### src/rtl/b64d_pkg.sv
`default_nettype none

package b64d_pkg;

    localparam int unsigned QUEUE_DEPTH = 4;

    localparam logic [7:0] CHAR_PAD       = 8'h3d;   // '='
    localparam logic [7:0] CHAR_PLUS      = 8'h2b;   // '+'
    localparam logic [7:0] CHAR_SLASH     = 8'h2f;   // '/'
    localparam logic [7:0] NOT_IN_ALPHA   = 8'hff;
    localparam logic [1:0] FULL_GROUP_CNT = 2'd3;

    // One decoded step: up to three results to be sent out in order.
    typedef struct packed {
        logic [2:0][7:0] bytes;
        logic [1:0]      nres;
        logic            has_bytes;
        logic            done;
        logic            err;
    } job_t;

    typedef struct packed {
        job_t head;
        logic empty;
    } q_head_t;

    // Returns {bad, value}; a character outside the alphabet gives value 255.
    function automatic logic [8:0] sym_decode(input logic [7:0] ch);
        logic [8:0] res;
        res = {1'b1, NOT_IN_ALPHA};
        if (ch >= "A" && ch <= "Z") begin
            res = {1'b0, ch - 8'd65};
        end else if (ch >= "a" && ch <= "z") begin
            res = {1'b0, ch - 8'd71};
        end else if (ch >= "0" && ch <= "9") begin
            res = {1'b0, ch + 8'd4};
        end else if (ch == CHAR_PLUS) begin
            res = {1'b0, 8'd62};
        end else if (ch == CHAR_SLASH) begin
            res = {1'b0, 8'd63};
        end
        return res;
    endfunction

    // Three bytes of a group; each sum wraps to eight bits.
    function automatic logic [2:0][7:0] group_bytes(input logic [7:0] v0,
                                                    input logic [7:0] v1,
                                                    input logic [7:0] v2,
                                                    input logic [7:0] v3);
        logic [2:0][7:0] b;
        b[0] = {v0[5:0], 2'b00} + {6'b0, v1[5:4]};
        b[1] = {v1[3:0], 4'b0000} + {4'b0, v2[5:2]};
        b[2] = {v2[1:0], 6'b000000} + v3;
        return b;
    endfunction

endpackage

`default_nettype wire

### src/rtl/b64d_front.sv
`default_nettype none

module b64d_front (
    input  wire logic          aclk,
    input  wire logic          aresetn,
    input  wire logic          in_fire,
    input  wire logic [7:0]    char_in,
    input  wire logic          end_of_text,
    output b64d_pkg::job_t     job,
    output logic               push
);
    import b64d_pkg::*;

    logic [2:0][7:0] held_reg, held_next;
    logic [1:0]      cnt_reg, cnt_next;
    logic            pad_reg, pad_next;
    logic            err_reg, err_next;
    logic [8:0]      dec;
    logic [1:0]      nbytes;
    logic [2:0][7:0] bytes;
    logic [7:0]      v2;

    always_comb begin
        held_next = held_reg;
        cnt_next  = cnt_reg;
        pad_next  = pad_reg;
        err_next  = err_reg;
        nbytes    = 2'd0;
        bytes     = '0;
        v2        = NOT_IN_ALPHA;
        dec       = sym_decode(char_in);

        if (!pad_reg && char_in == CHAR_PAD) begin
            pad_next = 1'b1;
        end
        if (!pad_next) begin
            if (dec[8]) begin
                err_next = 1'b1;
            end
            if (cnt_reg == FULL_GROUP_CNT) begin
                bytes    = group_bytes(held_reg[0], held_reg[1], held_reg[2], dec[7:0]);
                nbytes   = 2'd3;
                cnt_next = 2'd0;
            end else begin
                held_next[cnt_reg] = dec[7:0];
                cnt_next           = cnt_reg + 2'd1;
            end
        end

        // At the end of the text a partial group of two or three values is flushed.
        if (end_of_text && nbytes == 2'd0 && cnt_next >= 2'd2) begin
            if (cnt_next == FULL_GROUP_CNT) begin
                v2 = held_next[2];
            end
            bytes  = group_bytes(held_next[0], held_next[1], v2, NOT_IN_ALPHA);
            nbytes = cnt_next - 2'd1;
        end

        job.bytes     = bytes;
        job.has_bytes = (nbytes != 2'd0);
        job.nres      = (nbytes != 2'd0) ? nbytes : 2'd1;
        job.done      = end_of_text;
        job.err       = err_next;
        push          = in_fire && (nbytes != 2'd0 || end_of_text);
    end

    always_ff @(posedge aclk) begin
        if (!aresetn) begin
            cnt_reg <= 2'd0;
            pad_reg <= 1'b0;
            err_reg <= 1'b0;
        end else if (in_fire) begin
            if (end_of_text) begin
                cnt_reg <= 2'd0;
                pad_reg <= 1'b0;
                err_reg <= 1'b0;
            end else begin
                cnt_reg <= cnt_next;
                pad_reg <= pad_next;
                err_reg <= err_next;
            end
        end
    end

    always_ff @(posedge aclk) begin
        if (in_fire) begin
            held_reg <= held_next;
        end
    end

endmodule

`default_nettype wire

### src/rtl/b64d_queue.sv
`default_nettype none

module b64d_queue #(
    parameter int unsigned DEPTH = b64d_pkg::QUEUE_DEPTH
) (
    input  wire logic          aclk,
    input  wire logic          aresetn,
    input  wire logic          push,
    input  wire b64d_pkg::job_t wr_job,
    input  wire logic          pop,
    output b64d_pkg::q_head_t  q_head,
    output logic               full
);
    import b64d_pkg::*;

    localparam int unsigned PTR_W = (DEPTH > 1) ? $clog2(DEPTH) : 1;
    localparam int unsigned CNT_W = $clog2(DEPTH + 1);
    localparam logic [PTR_W-1:0] LAST_PTR = PTR_W'(DEPTH - 1);

    job_t             mem [DEPTH];
    logic [PTR_W-1:0] wr_ptr_reg, rd_ptr_reg;
    logic [CNT_W-1:0] cnt_reg;
    logic             do_push, do_pop;

    assign full         = (cnt_reg == CNT_W'(DEPTH));
    assign q_head.empty = (cnt_reg == '0);
    assign q_head.head  = mem[rd_ptr_reg];
    assign do_push      = push && !full;
    assign do_pop       = pop && !q_head.empty;

    always_ff @(posedge aclk) begin
        if (do_push) begin
            mem[wr_ptr_reg] <= wr_job;
        end
    end

    always_ff @(posedge aclk) begin
        if (!aresetn) begin
            wr_ptr_reg <= '0;
            rd_ptr_reg <= '0;
            cnt_reg    <= '0;
        end else begin
            if (do_push) begin
                wr_ptr_reg <= (wr_ptr_reg == LAST_PTR) ? '0 : wr_ptr_reg + PTR_W'(1);
            end
            if (do_pop) begin
                rd_ptr_reg <= (rd_ptr_reg == LAST_PTR) ? '0 : rd_ptr_reg + PTR_W'(1);
            end
            if (do_push && !do_pop) begin
                cnt_reg <= cnt_reg + CNT_W'(1);
            end else if (do_pop && !do_push) begin
                cnt_reg <= cnt_reg - CNT_W'(1);
            end
        end
    end

endmodule

`default_nettype wire

### src/rtl/b64d_back.sv
`default_nettype none

module b64d_back (
    input  wire logic          aclk,
    input  wire logic          aresetn,
    input  wire b64d_pkg::q_head_t q_head,
    output logic               pop,
    output logic               m_tvalid,
    input  wire logic          m_tready,
    output logic [7:0]         data_byte,
    output logic               byte_valid,
    output logic               stream_done,
    output logic               bad_symbol
);
    import b64d_pkg::*;

    logic [1:0] idx_reg;
    logic       out_valid_reg;
    logic [7:0] byte_reg;
    logic       bval_reg, done_reg, bad_reg;
    logic       load, emit, final_res;

    assign load      = !out_valid_reg || m_tready;
    assign emit      = load && !q_head.empty;
    assign final_res = (idx_reg == q_head.head.nres - 2'd1);
    assign pop       = emit && final_res;

    assign m_tvalid    = out_valid_reg;
    assign data_byte   = byte_reg;
    assign byte_valid  = bval_reg;
    assign stream_done = done_reg;
    assign bad_symbol  = bad_reg;

    always_ff @(posedge aclk) begin
        if (!aresetn) begin
            out_valid_reg <= 1'b0;
            idx_reg       <= 2'd0;
        end else begin
            if (load) begin
                out_valid_reg <= !q_head.empty;
            end
            if (emit) begin
                idx_reg <= final_res ? 2'd0 : idx_reg + 2'd1;
            end
        end
    end

    always_ff @(posedge aclk) begin
        if (emit) begin
            byte_reg <= q_head.head.has_bytes ? q_head.head.bytes[idx_reg] : 8'd0;
            bval_reg <= q_head.head.has_bytes;
            done_reg <= q_head.head.done && final_res;
            bad_reg  <= q_head.head.err;
        end
    end

endmodule

`default_nettype wire

### src/rtl/base64_stream_decoder_top.sv
// Base64 stream decoder (standard alphabet A-Z a-z 0-9 + /).
// Input channel s_*: one ASCII character per request in s_tdata[7:0], with
// s_tlast on the final character of the text. Result channel m_*: one decoded
// byte per request in m_tdata[7:0]; m_tuser[0] says the byte is valid,
// m_tuser[1] reports that a character outside the alphabet was seen in this
// text, and m_tlast marks the final result of the text.
// Every fourth character yields three results; the final character always
// yields at least one result (with the valid flag low if no byte remains).
// An '=' ends decoding for the rest of the text.
// Each decoded group is written into the queue when its character is accepted
// and its results are later loaded from the queue head into the output
// register; further results follow one per cycle while the receiver is ready.
// Throughput: one character per cycle, and one result per cycle while the
// receiver is ready; a queue of QUEUE_DEPTH decoded groups lies between the
// classifier and output register; s_tready drops only when that queue is full.
// When the receiver stalls, the output register holds its request and the
// queue fills; once it is full s_tready stays low until a group is sent out.
// Reset (aresetn low, synchronous) empties the queue and output register and
// starts a fresh text.
`default_nettype none

module base64_stream_decoder_top #(
    parameter int unsigned QUEUE_DEPTH = b64d_pkg::QUEUE_DEPTH
) (
    input  wire logic        aclk,
    input  wire logic        aresetn,
    input  wire logic        s_tvalid,
    output logic             s_tready,
    input  wire logic [7:0]  s_tdata,   // [7:0] char_in
    input  wire logic        s_tlast,   // end_of_text
    output logic             m_tvalid,
    input  wire logic        m_tready,
    output logic [7:0]       m_tdata,   // [7:0] data_byte
    output logic [1:0]       m_tuser,   // [0] byte_valid, [1] bad_symbol
    output logic             m_tlast    // stream_done
);
    import b64d_pkg::*;

    job_t    job;
    q_head_t q_head;
    logic    push, pop, full, in_fire;

    assign s_tready = !full;
    assign in_fire  = s_tvalid && s_tready;

    b64d_front u_front (
        .aclk        (aclk),
        .aresetn     (aresetn),
        .in_fire     (in_fire),
        .char_in     (s_tdata),
        .end_of_text (s_tlast),
        .job         (job),
        .push        (push)
    );

    b64d_queue #(
        .DEPTH (QUEUE_DEPTH)
    ) u_queue (
        .aclk    (aclk),
        .aresetn (aresetn),
        .push    (push),
        .wr_job  (job),
        .pop     (pop),
        .q_head  (q_head),
        .full    (full)
    );

    b64d_back u_back (
        .aclk        (aclk),
        .aresetn     (aresetn),
        .q_head      (q_head),
        .pop         (pop),
        .m_tvalid    (m_tvalid),
        .m_tready    (m_tready),
        .data_byte   (m_tdata),
        .byte_valid  (m_tuser[0]),
        .stream_done (m_tlast),
        .bad_symbol  (m_tuser[1])
    );

endmodule

`default_nettype wire

### config.mk
export PLATFORM = sky130hd
export DESIGN_NAME = base64_stream_decoder_top
export DESIGN_NICKNAME = d
export VERILOG_FILES = /design/src/rtl/b64d_pkg.sv /design/src/rtl/b64d_front.sv /design/src/rtl/b64d_queue.sv /design/src/rtl/b64d_back.sv /design/src/rtl/base64_stream_decoder_top.sv
export SDC_FILE = /design/constraint.sdc
export NUM_CORES = 1
export LEC_CHECK = 0
export ABC_AREA = 1
export BUFFER_PORTS_ARGS = -buffer_cell sky130_fd_sc_hd__buf_2
export CORE_MARGIN = 2
export CORE_UTILIZATION = 40
export CTS_BUF_LIST = sky130_fd_sc_hd__clkbuf_4 sky130_fd_sc_hd__clkbuf_8
export DETAILED_ROUTE_END_ITERATION = 16
export RECOVER_POWER = 50
export SETUP_SLACK_MARGIN = 0.15
export SYNTH_ARGS = -nofsm -noshare
export SYNTH_HDL_FRONTEND = slang
export SYNTH_SLANG_ARGS = --single-unit
### constraint.sdc
create_clock -name aclk -period 6.25 [get_ports aclk]
set_clock_uncertainty 0.15 [all_clocks]
set_input_delay 0.625 -clock aclk [delete_from_list [all_inputs] [get_ports aclk]]
set_output_delay 0.625 -clock aclk [all_outputs]
set_load 0.05 [all_outputs]
==> key figures <==
Placed design
  – Area after DPL: between 7000 and 8000 sq um
  – GPL Wtd Cong: 0.846
  – HPWL Detailed: about 11000 um
  – PortBufs: 25

Yosys
  – Syn_nets: 763
  – Area leader, netlist: edfxtp_1
  – Post-Syn Area: between 7000 and 8000 sq um
  – Main synth FF type: edfxtp_1
  – Synth Register Bits: roughly 160
  – Synth cell types: 45
  – EDFF count, synth: approximately 150
  – Mapped Avg Cell Area: about 11 sq um
  – Sequential area share after synthesis: around 61%
  – Async SR Flop Fraction: 0%
  – Area contributors post-synth: edfxtp_1 (57%), nand2_1 (6.6%), o21ai_0 (4.4%), dfxtp_1 (4.2%), nor2_1 (3.7%)
  – Yosys warns: 0
  – Share of the synthesized area in the top cell type: 56.8%
  – Post-Synthesis Cells: 728

Worst setup path
  – CP startpoint: s_tdata[2]
  – WS Path Type: primary input to flop
  – Register-to-Register Path Depth: 12
  – R2r endpoint: u_queue.cnt_reg[1]
  – CP Capture Type: flop
  – WP data required: ~6 ns
  – Flop-to-flop setup slack: roughly 2.3 ns
  – Startpoint Class: primary input
  – Crit path DAT: 4.31 ns
  – CP max FO: 21

Floorplanning
  – # IOs: 26
  – DIE WIDTH: between 100 and 150 um
  – Die ar.: 20300 sq um
  – Site Rows: 50
  – Initial cell density of the core: between 40% and 50%
  – Core area: around 19000 sq um
  – DIE HEIGHT: about 140 um

Layout
  – Final net count: around 800
  – Design area: just over 8000 sq um
  – Register Area: roughly 4700 sq um
  – Final Core Density: approximately 44%
  – Share of layout cells above drive strength 1: under 10%
  – Fill cell count: 1771
  – Multi-input logic area: 2480 sq um
  – Antenna cells: 0
  – Max reg flops: roughly 120
  – Area Overhead vs Synth: 7.46%

STA
  – Fmax: 228 MHz
  – Final worst path period share: between 70% and 80%
  – Setup TNS: 0 ns
  – Fin. max-slew vios: 16
  – Worst-Margin Slew: 1.75 ns
  – Crit path time final: between 4 and 5 ns
  – Max-slew headroom: -17.4%
  – Final hold viol count: 0
  – WHS: approximately 0.34 ns
  – RSZ-0062 raised after global routing: false
  – # setup viols final: 0

Drt
  – Total number of vias: 5304
  – Vias/cell: around 5.3
  – WL met1: just under 8000 um
  – First DRT Iteration DRCs: 390
  – Highest Signal Layer: met4
  – Detail Route met3 WL: just under 700 um
  – Routed wl met2: ~8100 um
  – Routed WL: about 17000 um
  – DRC errors left: 0
  – DR pass1 iterations: 5
  – Routed Antenna Nets: 0
  – WL/cell: approximately 17 um

GRT
  – Initial antenna violation count: 0
  – Vias in the first global route: 5058
  – First-pass GRT wire length: 26700 um
  – Total GRT Usage: around 17%
  – Gr ovfl total: 0
  – Largest net degree at the start of global routing: 60

Power and ir drop
  – Leakage: about 3.1 nW
  – Pwr Density: approximately 380 nW/um^2
  – Worst VDD drop: about 0.14 mV

Hold path
  – Hold Path Class: flop to flop
  – Hold path startpoint: u_queue.rd_ptr_reg[1]
  – Hold depth: 2
  – Hold Path Sink: u_queue.rd_ptr_reg[1]

Status
  – Status: finished with violations
  – Failing checks: capacitance limit, slew limit

Clock tree
  – Clock Path Buffers: 2
  – TritonCTS clock tree: yes
  – Num CTS Buffers: 17
  – Root buf cell: clkbuf_8
  – Clock sinks: 161
  – Post-CTS setup buffer count: 0
  – Clk_lat worst skew: between 0.4 and 0.5 ns
  – Hold buffer count at cts: 0
  – CTS-repair resized insts: 0
  – Clock-pin transition on the worst setup and hold timing paths: ~0.08 ns
  – Htree depth: 4

Flow run
  – Max Cap Viol: 1
stage by stage:
step,power (W),setup WS (ns),std cells
2_1_floorplan,0.00217,2.70,728
3_3_place_gp,0.00240,2.40,964
3_5_place_dp,0.00242,2.32,964
4_1_cts,0.00317,2.30,995
5_1_grt,0.00330,1.52,995
6_report,0.00313,1.87,995
layout make-up:
type / instances / area share, %
Clock buffer: 19 / 3.02
Multi-Input combinational cell: 472 / 30.1
Inverter: 67 / 3.10
Timing Repair Buffer: 30 / 1.75
Sequential cell: 161 / 56.7
Tap cell: 234 / 3.55
Clock inverter: 12 / 1.72
critical path: stages:
cell	delay [ns]
clkbuf_1	0.18
ha_1	0.26
inv_1	0.16
nor2_1	0.09
nand3_1	0.09
nand2_1	0.14
nor2_1	1.08
clkinvlp_2	0.73
nand3_1	0.52
o21ai_0	0.42
synth_stat cells, types with 2 or more instances:
cell type,instances
xor2_1,4
or2_1,5
buf_2,4
o21ai_2,4
a31oi_1,2
nor2_4,2
o211ai_1,7
a22o_1,2
nand3_2,7
nand2_2,8
nand2_4,5
dfxtp_1,16
o21a_1,2
buf_6,5
nand2_1,135
o221ai_1,14
nor2_1,76
nand4_1,5
nor2_2,3
o21ai_0,68
clkbuf_1,15
buf_4,3
inv_2,10
edfxtp_1,145
a21oi_1,25
inv_1,53
nand3_1,36
o22ai_1,11
o21ai_1,17
xnor2_1,3
clkinv_1,2
ha_1,21
per-layer routing:
metal / vias up / GRT usage (%)
li1: 2577 / -
met1: 2576 / 22.9
met2: 124 / 28.5
met3: 27 / 2.83
met4: 0 / 6.72
met5: - / 0
worst max path at each step:
stage / endpoint / slack (ns)
global route: u_queue.cnt_reg[2] / 1.52
floorplan: u_queue.mem[0][0] / 2.70
finish: u_queue.mem[1][26] / 1.87
CTS: u_queue.cnt_reg[1] / 2.30
detailed placement: u_queue.cnt_reg[1] / 2.32
global placement: u_queue.cnt_reg[1] / 2.40
cells in the final DEF (no fill, tap or decap), drive strengths merged, types with 9 or more instances in the layout:
master  netlist  final
nand2       148    148
nand3        44     44
clkinv        3      9
edfxtp      145    145
clkbuf       15     34
o22ai        11     11
o221ai       14     14
buf          13     15
a21oi        26     26
o21ai        90     90
ha           21     21
inv          64     65
dfxtp        16     16
nor2         81     81
power breakdown:
group / switching [W] / internal (W) / total, W
Combinational: 0.000686 / 0.000243 / 0.000929
Sequential: 0.0000903 / 0.00136 / 0.00145
Clock: 0.000360 / 0.000397 / 0.000756
Total: 0.00114 / 0.00200 / 0.00313
logic make-up (layout without fill, tap and decap cells):
group,Yosys count,after routing,share of synthesized area (%)
XOR/XNOR,7,7,0.800
AO/OA/AOI/OAI,158,158,12.2
flip-flops,161,161,61.0
AND/OR/NAND/NOR,285,285,16.7
adder cells (fa/ha/maj),22,22,3.69
buffers and inverters,95,128,5.60
Note: power is estimated with default switching activity, not from simulation.
